$ cat config.mk
export PLATFORM = sky130hd
export DESIGN_NAME = call_message_deframer
export DESIGN_NICKNAME = d
export VERILOG_FILES = /design/src/cmd_pkg.sv /design/src/cmd_out_buffer.sv /design/src/call_message_deframer.sv
export SDC_FILE = /design/constraint.sdc
export NUM_CORES = 1
export LEC_CHECK = 0
export BUFFER_PORTS_ARGS = -buffer_cell sky130_fd_sc_hd__buf_2
export CELL_PAD_IN_SITES_DETAIL_PLACEMENT = 0
export CELL_PAD_IN_SITES_GLOBAL_PLACEMENT = 1
export CORE_ASPECT_RATIO = 2
export CORE_MARGIN = 2
export CORE_UTILIZATION = 25
export CTS_CLUSTER_SIZE = 25
export DETAILED_ROUTE_END_ITERATION = 16
export PLACE_DENSITY = 0.6
export SYNTH_ARGS = -nofsm -noshare
export SYNTH_HDL_FRONTEND = slang
export SYNTH_SLANG_ARGS = --single-unit
$ cat constraint.sdc
create_clock -name aclk -period 3.3 [get_ports aclk]
set_input_delay 0 -clock aclk [delete_from_list [all_inputs] [get_ports aclk]]
set_output_delay 0 -clock aclk [all_outputs]
set_load 0.05 [all_outputs]
$ cat src/cmd_pkg.sv
`timescale 1ns / 1ps
// ----------------------------------------------------------------------------
// cmd_pkg - shared types and constants for the call message deframer
// Holds the header geometry and the result beat layout used by the framer
// and its output buffer.
// ----------------------------------------------------------------------------
package cmd_pkg;

    // Header size in bytes (supported range 16 to 255).
    localparam int unsigned HEADER_BYTES = 48;

    // Header byte offsets.
    localparam logic [31:0] POS_LEN_B0  = 32'd0;
    localparam logic [31:0] POS_LEN_B1  = 32'd1;
    localparam logic [31:0] POS_LEN_B2  = 32'd2;
    localparam logic [31:0] POS_LEN_B3  = 32'd3;
    localparam logic [31:0] POS_ARG_CNT = 32'd10;
    localparam logic [31:0] POS_ARG_IDX = 32'd11;
    localparam logic [31:0] POS_HDR_END = 32'(HEADER_BYTES - 1);
    localparam logic [31:0] HDR_LEN     = 32'(HEADER_BYTES);

    typedef struct packed {
        logic [7:0] byte_out;
        logic       message_end;
        logic       call_end;
        logic       malformed;
    } cmd_result_t;

endpackage

$ cat src/cmd_out_buffer.sv
`timescale 1ns / 1ps
// ----------------------------------------------------------------------------
// cmd_out_buffer - two-entry registered output buffer
// Output register plus a skid entry, so an input beat can be taken while a
// result waits on a stalled receiver.
// ----------------------------------------------------------------------------
module cmd_out_buffer
    import cmd_pkg::*;
(
    input  logic        aclk,
    input  logic        aresetn,
    input  logic        in_valid,
    output logic        in_ready,
    input  cmd_result_t in_data,
    output logic        out_valid,
    input  logic        out_ready,
    output cmd_result_t out_data
);

    logic        out_valid_reg, out_valid_next;
    logic        skid_valid_reg, skid_valid_next;
    cmd_result_t out_reg, out_next;
    cmd_result_t skid_reg, skid_next;
    logic        push, pop;

    assign in_ready  = ~skid_valid_reg;
    assign out_valid = out_valid_reg;
    assign out_data  = out_reg;
    assign push      = in_valid & ~skid_valid_reg;
    assign pop       = out_valid_reg & out_ready;

    always_comb begin
        out_valid_next  = out_valid_reg;
        skid_valid_next = skid_valid_reg;
        out_next        = out_reg;
        skid_next       = skid_reg;
        if (pop) begin
            if (skid_valid_reg) begin
                out_next        = skid_reg;
                skid_valid_next = 1'b0;
            end else begin
                out_valid_next = push;
                out_next       = in_data;
            end
        end else if (!out_valid_reg) begin
            out_valid_next = push;
            out_next       = in_data;
        end else if (push) begin
            skid_valid_next = 1'b1;
            skid_next       = in_data;
        end
    end

    always_ff @(posedge aclk) begin
        if (!aresetn) begin
            out_valid_reg  <= 1'b0;
            skid_valid_reg <= 1'b0;
        end else begin
            out_valid_reg  <= out_valid_next;
            skid_valid_reg <= skid_valid_next;
        end
        out_reg  <= out_next;
        skid_reg <= skid_next;
    end

endmodule

$ cat src/call_message_deframer.sv
`timescale 1ns / 1ps
// ----------------------------------------------------------------------------
// call_message_deframer - byte stream message and call framer
// Usage:
//   s_ channel: one raw stream byte per beat on s_data_byte.
//   m_ channel: one result beat per input beat, in order: the byte itself,
//   message_end on the last byte of a message, call_end on the last byte of
//   the last message of a call, and the sticky malformed flag.
//   Each message opens with a header: little-endian length at bytes 0-3,
//   argument count at byte 10, descriptor index at byte 11.
//   Output: each result is registered in the output buffer before it is presented.
//   Throughput: one byte per cycle while s_ready is high; the framing counter compare
//   and header capture all settle in the accept cycle.
//   Stall: a two-entry output buffer lets one more byte in while a result
//   waits; s_ready drops only when both entries are full.
//   Reset (aresetn low, synchronous): position, header fields and the
//   malformed flag clear; both buffer entries empty.
//   Malformed: a header with length below the header size sets malformed;
//   framing then stops until reset and bytes still pass through.
// ----------------------------------------------------------------------------
module call_message_deframer
    import cmd_pkg::*;
(
    input  logic       aclk,
    input  logic       aresetn,
    input  logic       s_valid,
    output logic       s_ready,
    input  logic [7:0] s_data_byte,
    output logic       m_valid,
    input  logic       m_ready,
    output logic [7:0] m_byte_out,
    output logic       m_message_end,
    output logic       m_call_end,
    output logic       m_malformed
);

    // Framing state
    logic [31:0] pos_reg, pos_next;
    logic [31:0] len_reg, len_next;
    logic [7:0]  arg_cnt_reg, arg_cnt_next;
    logic [7:0]  arg_idx_reg, arg_idx_next;
    logic        malformed_reg, malformed_next;

    logic        accept;
    logic        msg_end;
    logic        call_done;
    logic [32:0] pos_inc;
    cmd_result_t result;
    cmd_result_t out_beat;

    assign accept  = s_valid & s_ready;
    assign pos_inc = {1'b0, pos_reg} + 33'd1;

    always_comb begin
        pos_next       = pos_reg;
        len_next       = len_reg;
        arg_cnt_next   = arg_cnt_reg;
        arg_idx_next   = arg_idx_reg;
        malformed_next = malformed_reg;
        msg_end        = 1'b0;
        call_done      = 1'b0;

        if (!malformed_reg) begin
            // Header capture; length lanes are bytes 0-3, byte 0 clears the rest
            case (pos_reg)
                POS_LEN_B0:  len_next = {24'd0, s_data_byte};
                POS_LEN_B1:  len_next = len_reg | {16'd0, s_data_byte, 8'd0};
                POS_LEN_B2:  len_next = len_reg | {8'd0, s_data_byte, 16'd0};
                POS_LEN_B3:  len_next = len_reg | {s_data_byte, 24'd0};
                POS_ARG_CNT: arg_cnt_next = s_data_byte;
                POS_ARG_IDX: arg_idx_next = s_data_byte;
                default:     ;
            endcase

            // Length is final well before the last header byte
            if (pos_reg == POS_HDR_END && len_reg < HDR_LEN) begin
                malformed_next = 1'b1;
            end else if (pos_reg >= POS_HDR_END && pos_inc == {1'b0, len_reg}) begin
                msg_end   = 1'b1;
                // index >= count - 1 (signed); zero count always completes
                call_done = (arg_cnt_reg == 8'd0) ||
                            (({1'b0, arg_idx_reg} + 9'd1) >= {1'b0, arg_cnt_reg});
                pos_next  = 32'd0;
            end else begin
                pos_next = pos_inc[31:0];   // advance within the message
            end
        end

        result.byte_out    = s_data_byte;
        result.message_end = msg_end;
        result.call_end    = call_done;
        result.malformed   = malformed_next;
    end

    always_ff @(posedge aclk) begin
        if (!aresetn) begin
            pos_reg       <= 32'd0;
            len_reg       <= 32'd0;
            arg_cnt_reg   <= 8'd0;
            arg_idx_reg   <= 8'd0;
            malformed_reg <= 1'b0;
        end else if (accept) begin
            pos_reg       <= pos_next;
            len_reg       <= len_next;
            arg_cnt_reg   <= arg_cnt_next;
            arg_idx_reg   <= arg_idx_next;
            malformed_reg <= malformed_next;
        end
    end

    cmd_out_buffer u_out_buffer (
        .aclk      (aclk),
        .aresetn   (aresetn),
        .in_valid  (s_valid),
        .in_ready  (s_ready),
        .in_data   (result),
        .out_valid (m_valid),
        .out_ready (m_ready),
        .out_data  (out_beat)
    );

    assign m_byte_out    = out_beat.byte_out;
    assign m_message_end = out_beat.message_end;
    assign m_call_end    = out_beat.call_end;
    assign m_malformed   = out_beat.malformed;

endmodule

* Word level (Yosys, flattened, before mapping)
Index checks and enable logic that the tools add are counted.
** Word-level totals
- Word-level logic and storage cells :: 68
- Output and inout bits :: 13
- Flip-flop bits (word level) :: 105
- Input port bits :: 12
** Operators by class
- Order comparisons :: 3
- Equality and inequality tests :: 9
- Reductions and logical operators :: 13
- Add/sub/neg operators :: 2
- Bitwise gates (word level) :: 10
- Mux-type cells :: 16
** Operators by type and width (number)
- 32-bit one-hot mux with 4 select lines :: 1
- 32-bit by 2-bit == test with 1-bit output (second input constant) :: 2
- 32-bit by 4-bit == test with 1-bit output (second input constant) :: 2
- 32-bit by 1-bit adder with 33-bit output (second input constant) :: 1
- 33-bit by 32-bit == test with 1-bit output :: 1
- 11-bit two-way mux :: 3
- 32-bit by 1-bit == test with 1-bit output (second input constant) :: 1
- 32-bit by 6-bit == test with 1-bit output (second input constant) :: 1
- 32-bit by 6-bit greater-or-equal comparator with 1-bit output (second input constant) :: 1
- 32-bit zero test :: 1
- 32-bit by 6-bit less-than comparator with 1-bit output (second input constant) :: 1
- 32-bit two-way mux :: 1
- 32-bit by 16-bit bitwise OR with 32-bit output :: 1
- 32-bit by 24-bit bitwise OR with 32-bit output :: 1
- 32-bit bitwise OR :: 1
- 3-bit AND reduction :: 5
- 1-bit two-way mux :: 11
- 8-bit by 1-bit adder with 9-bit output (second input constant) :: 1
- 9-bit by 8-bit greater-or-equal comparator with 1-bit output :: 1
- 8-bit zero test :: 1
- 1-bit inverter :: 5
- 2-bit != test (second input constant) :: 2
- 4-bit nonzero test :: 1
- 1-bit bitwise AND :: 2
- other kinds (4) :: 5

* Logic depth before layout (Yosys ltp)
- Depth after elaboration :: 8
- Mapped depth :: 14
- Mapped depth without buffers :: 10

* Cells and area by module
From an unflattened synthesis, not the netlist that was laid out.
** Unflattened totals
- Cell total of the unflattened synthesis :: 685
- Area total of the unflattened synthesis :: 5869.4 µm²
** Modules (own cells, without submodules)
- call_message_deframer :: area each 4938.5 µm², times used 1, cells each 637, seq. area each 1621.6 µm²
- cmd_out_buffer :: area each 930.9 µm², times used 1, cells each 48, seq. area each 700.7 µm²

* Worst setup path before layout
OpenSTA, ideal clock, no wires.
- Path kind :: register to register
- Start point :: register pos_reg[0]
- End point :: register pos_reg[23]
- Cell stages (with the launch flop) :: 14
- Data arrival time :: 3057 ps
- Slack :: 124 ps
- Clock period less this slack :: 3176 ps
- Path buffers :: 3
- Setup time :: 119 ps
- Data required time :: 3181 ps
- Path through :: dfxtp_1 -> ha_1 -> buf_2 -> nand3_1 -> nor4_4 -> a31oi_1 -> a31o_1 -> xnor2_1 -> or3_1 -> nor4_4 -> a31o_1 -> buf_6 -> buf_12 -> nor2_4
** On the way
- Longest elaborated chain between the ends :: 4
** RTL lines
- start, declared :: line call_message_deframer.sv:38 : logic [31:0] pos_reg, pos_next;
- start signal, assigned :: line call_message_deframer.sv:103 : pos_reg <= pos_next;
- 32-bit by 1-bit adder with 33-bit output or 32-bit by 6-bit == test with 1-bit output (tied branches) :: line call_message_deframer.sv:52, call_message_deframer.sv:76
- 33-bit by 32-bit == test with 1-bit output or 1-bit logical AND (tied branches) :: line call_message_deframer.sv:78, call_message_deframer.sv:76
- 1-bit logical AND or 1-bit inverter (tied branches)
- 32-bit two-way mux or 3-bit AND reduction (tied branches)
Several ways; a longest one is shown, not always the timed one.
A chain may end at the register's enable or synchronous reset.

==> reports/results.ini <==
[placement]
gp_congestion = 0.869
portBuffers = 24
dp.cells = 979
dp_hpwl_mm = 12.5

[global_route]
grt_pass1_wl_mm = 26.3
grt_pass1_vias = 4703
grtUsageTotal_pct = 13.8
overflow = 0
grt_max_degree = 25
antenna_found_initial = 0

[power]
clkPwrFrac_pct = 37.5
peakVddDrop_uv = 229
p_int_uw = 2050
combPwrFrac_pct = 13.3
p_sw_uw = 818
leakage_uw = 0.00272
seq_power_share_pct = 49.1
switching_share_pct = 28.5
power_density_nw_per_um2 = 422

[worst_setup_path]
startpoint_type = flop
reg2reg_from = pos_reg[19]
critPathLaunch = pos_reg[19]
arrival_ns = 3.28
cp.required_ns = 3.50
cp_max_fo = 7
slowest_delay_ns = 0.52
crit_cells = 10
critPathCapture = u_out_buffer.out_data[1]
rr_worst_depth = 10
critPathBufInv = 1
worst_path_dominant_cell_family = simple AND/OR/NAND/NOR gates
slowest_stage = dfxtp_1
path_cells = nand3_1, nor3_1, nand4_2, and3b_1, nor4_2, nand4_1, nor4_4, buf_4, nand2_1, o31ai_1
cp-end-kind = flop
path_class = reg -> reg
reg2reg_slack_ns = 0.22
r2r_end = u_out_buffer.out_data[1]

[routing]
drcViolationCount = 0
firstDrtPassIters = 4
wl_per_cell_um = 16.6
vias = 4793
wl_mm = 16.7
ant_nets = 0
detail_route.iter0.violations = 282
vias_per_cell = 4.77

[yosys]
synth_top_area_share_pct = 28.6
yosysWarnings = 0
synth_compound_area_share_pct = 9.36
synthTopCellsByArea = dfxtp_1 29%, edfxtp_1 11%, xnor2_1 8.4%, nor2_1 7.4%, mux2i_1 4.3%
ys_top_cells_by_count = 115 x nor2_1, 83 x dfxtp_1, 64 x nand2_1, 56 x xnor2_1, 34 x a21oi_1
synth_simple_gate_area_share_pct = 27.6
synth_cells = 668
synthMuxAreaShare_pct = 4.30
yosysTopAreaCell = dfxtp_1
synthFlopType = dfxtp_1
netlist_area_sq_um = 5810
synth_fp_nets = 693
avgSynthCellArea_sq_um = 8.70
synth_top_family_by_area = simple AND/OR/NAND/NOR gates
synth_seq_cells = 105
ys_types = 61
async_flop_share_pct = 0
synth.most_common_cell = nor2_1
synth_edf_count = 22
synthAdderAreaFrac_pct = 2.80
synth_xor_xnor_area_share_pct = 11.8
seq_area_frac_synth_pct = 39.9

[sta]
rsz0062_at_grt = false
worst_clock_skew_ns = 0.00862
finalHoldViolCount = 0
worst_slew_pin_slew_ns = 0.893
fin_hold_ws_ns = 0.0186
min_period_ns = 3.08
max_slew_margin_pct = 40.3
slew_viol_final = 0
fin_setup_tns_ns = 0
fmax_mhz = 324
finalCritPeriodShare_pct = 93.5
setup_violations = 0

[floorplanning]
die-width_um = 112
rows = 79
core_area_sq_um = 23000
die_area_sq_um = 24600
die_h_um = 220
io_pins = 25
initial_utilization_pct = 25.2

[clocking]
insertion_delay_ns = 0.36
clockBufferDepth = 2
clk_pin_slew_ns = 0.07
htreeDepth = 3
root_buffer = clkbuf_16
cts_tree = built
clkSinkCount = 105
numCtsBuffers = 9

[final_layout]
syn_to_final_growth_pct = 16.8
diodes = 0
drive_gt1_share_pct = 14.8
fillers = 2475
layout.nets = 741
fin_cells = 1004
finalCoreUtilization_pct = 29.5

[hold_path]
holdPathStages = 1
min_from = s_data_byte[4]
hp-class = in -> reg

[job]
drv_cap = 0

[status]
status = finished clean

## through the flow
stage | total power, uW | instance area (sq um) | worst slack, ns
after floorplan | 1690 | 5810 | 0.124
after global placement | 1820 | 6410 | 0.167
after detailed placement | 1820 | 6410 | 0.119
after CTS | 2910 | 6770 | 0.110
after global routing | 2990 | 6790 | 0.00433
final | 2870 | 6790 | 0.215
## cell families (layout without fill, tap and decap cells)
group	after synthesis	count (layout)
AO/OA/AOI/OAI	83	83
XOR/XNOR	78	78
multiplexers	25	25
adder cells (fa/ha/maj)	13	13
AND/OR/NAND/NOR	310	310
flip-flops	105	105
buffers and inverters	54	107
## worst min-delay path by stage
stage / slack, ns / end
floorplan: 0.1 / u_out_buffer.skid_reg[10]
global placement: 0.23 / u_out_buffer.skid_valid_reg
detailed placement: 0.24 / u_out_buffer.skid_valid_reg
CTS: 0.008 / u_out_buffer.skid_reg[7]
global route: 0.01 / u_out_buffer.skid_reg[4]
finish: 0.02 / u_out_buffer.skid_reg[7]
## timing repair
| action | CTS | global route |
|---|---|---|
| buffers inserted | 0 | 2 |
| hold buffers | 7 | 0 |
| endpoints found under the setup margin | 0 | 32 |
| endpoints found under the hold margin | 5 | 0 |
| resized for setup | 0 | 2 |
## final cells by class
class                           count  area (sq um)  share of cell area (%)
Tap cell                          283           354                    5.21
Multi-Input combinational cell    509          3250                    47.8
Sequential cell                   105          2320                    34.2
Clock inverter                      5          46.3                   0.682
Clock buffer                       11           243                    3.57
Timing Repair Buffer               71           503                    7.41
Inverter                           20          75.1                    1.11
## layer usage
metal / vias to the layer above / wire, um / track usage (%)
li1: 2413 / - / -
met1: 2281 / 7630 / 17.8
met2: 80 / 8170 / 23.4
met3: 19 / 518 / 1.40
met4: 0 / 349 / 5.72
met5: - / 0 / 0
## power by group through the flow
stage	clock (uW)	sequential, uW	combinational [uW]
floorplan	0	1460	231
global placement	0	1440	375
detailed placement	0	1440	376
CTS	1110	1410	384
global route	1150	1420	418
finish	1080	1410	383
## cells in the final DEF, fill, tap and decap left out, types with 3 or more instances in the layout
| master | instances |
|---|---|
| nor2_1 | 114 |
| dfxtp_1 | 83 |
| nand2_1 | 64 |
| xnor2_1 | 56 |
| buf_4 | 39 |
| a21oi_1 | 34 |
| nand3_1 | 26 |
| mux2i_1 | 25 |
| buf_2 | 24 |
| xor2_1 | 22 |
| edfxtp_1 | 22 |
| inv_1 | 20 |
| nor4_1 | 16 |
| nand4_1 | 15 |
| and3_1 | 15 |
| ha_1 | 13 |
| o21ai_0 | 12 |
| nor3_1 | 11 |
| nor2_4 | 10 |
| clkbuf_16 | 9 |
| a31oi_1 | 8 |
| dlygate4sd3_1 | 7 |
| nand2b_1 | 5 |
| a21o_1 | 5 |
| and2_1 | 4 |
| or2_2 | 4 |
| a211oi_1 | 3 |
| nor4_4 | 3 |
| or3_1 | 3 |
Note: power is estimated with default switching activity, not from simulation.
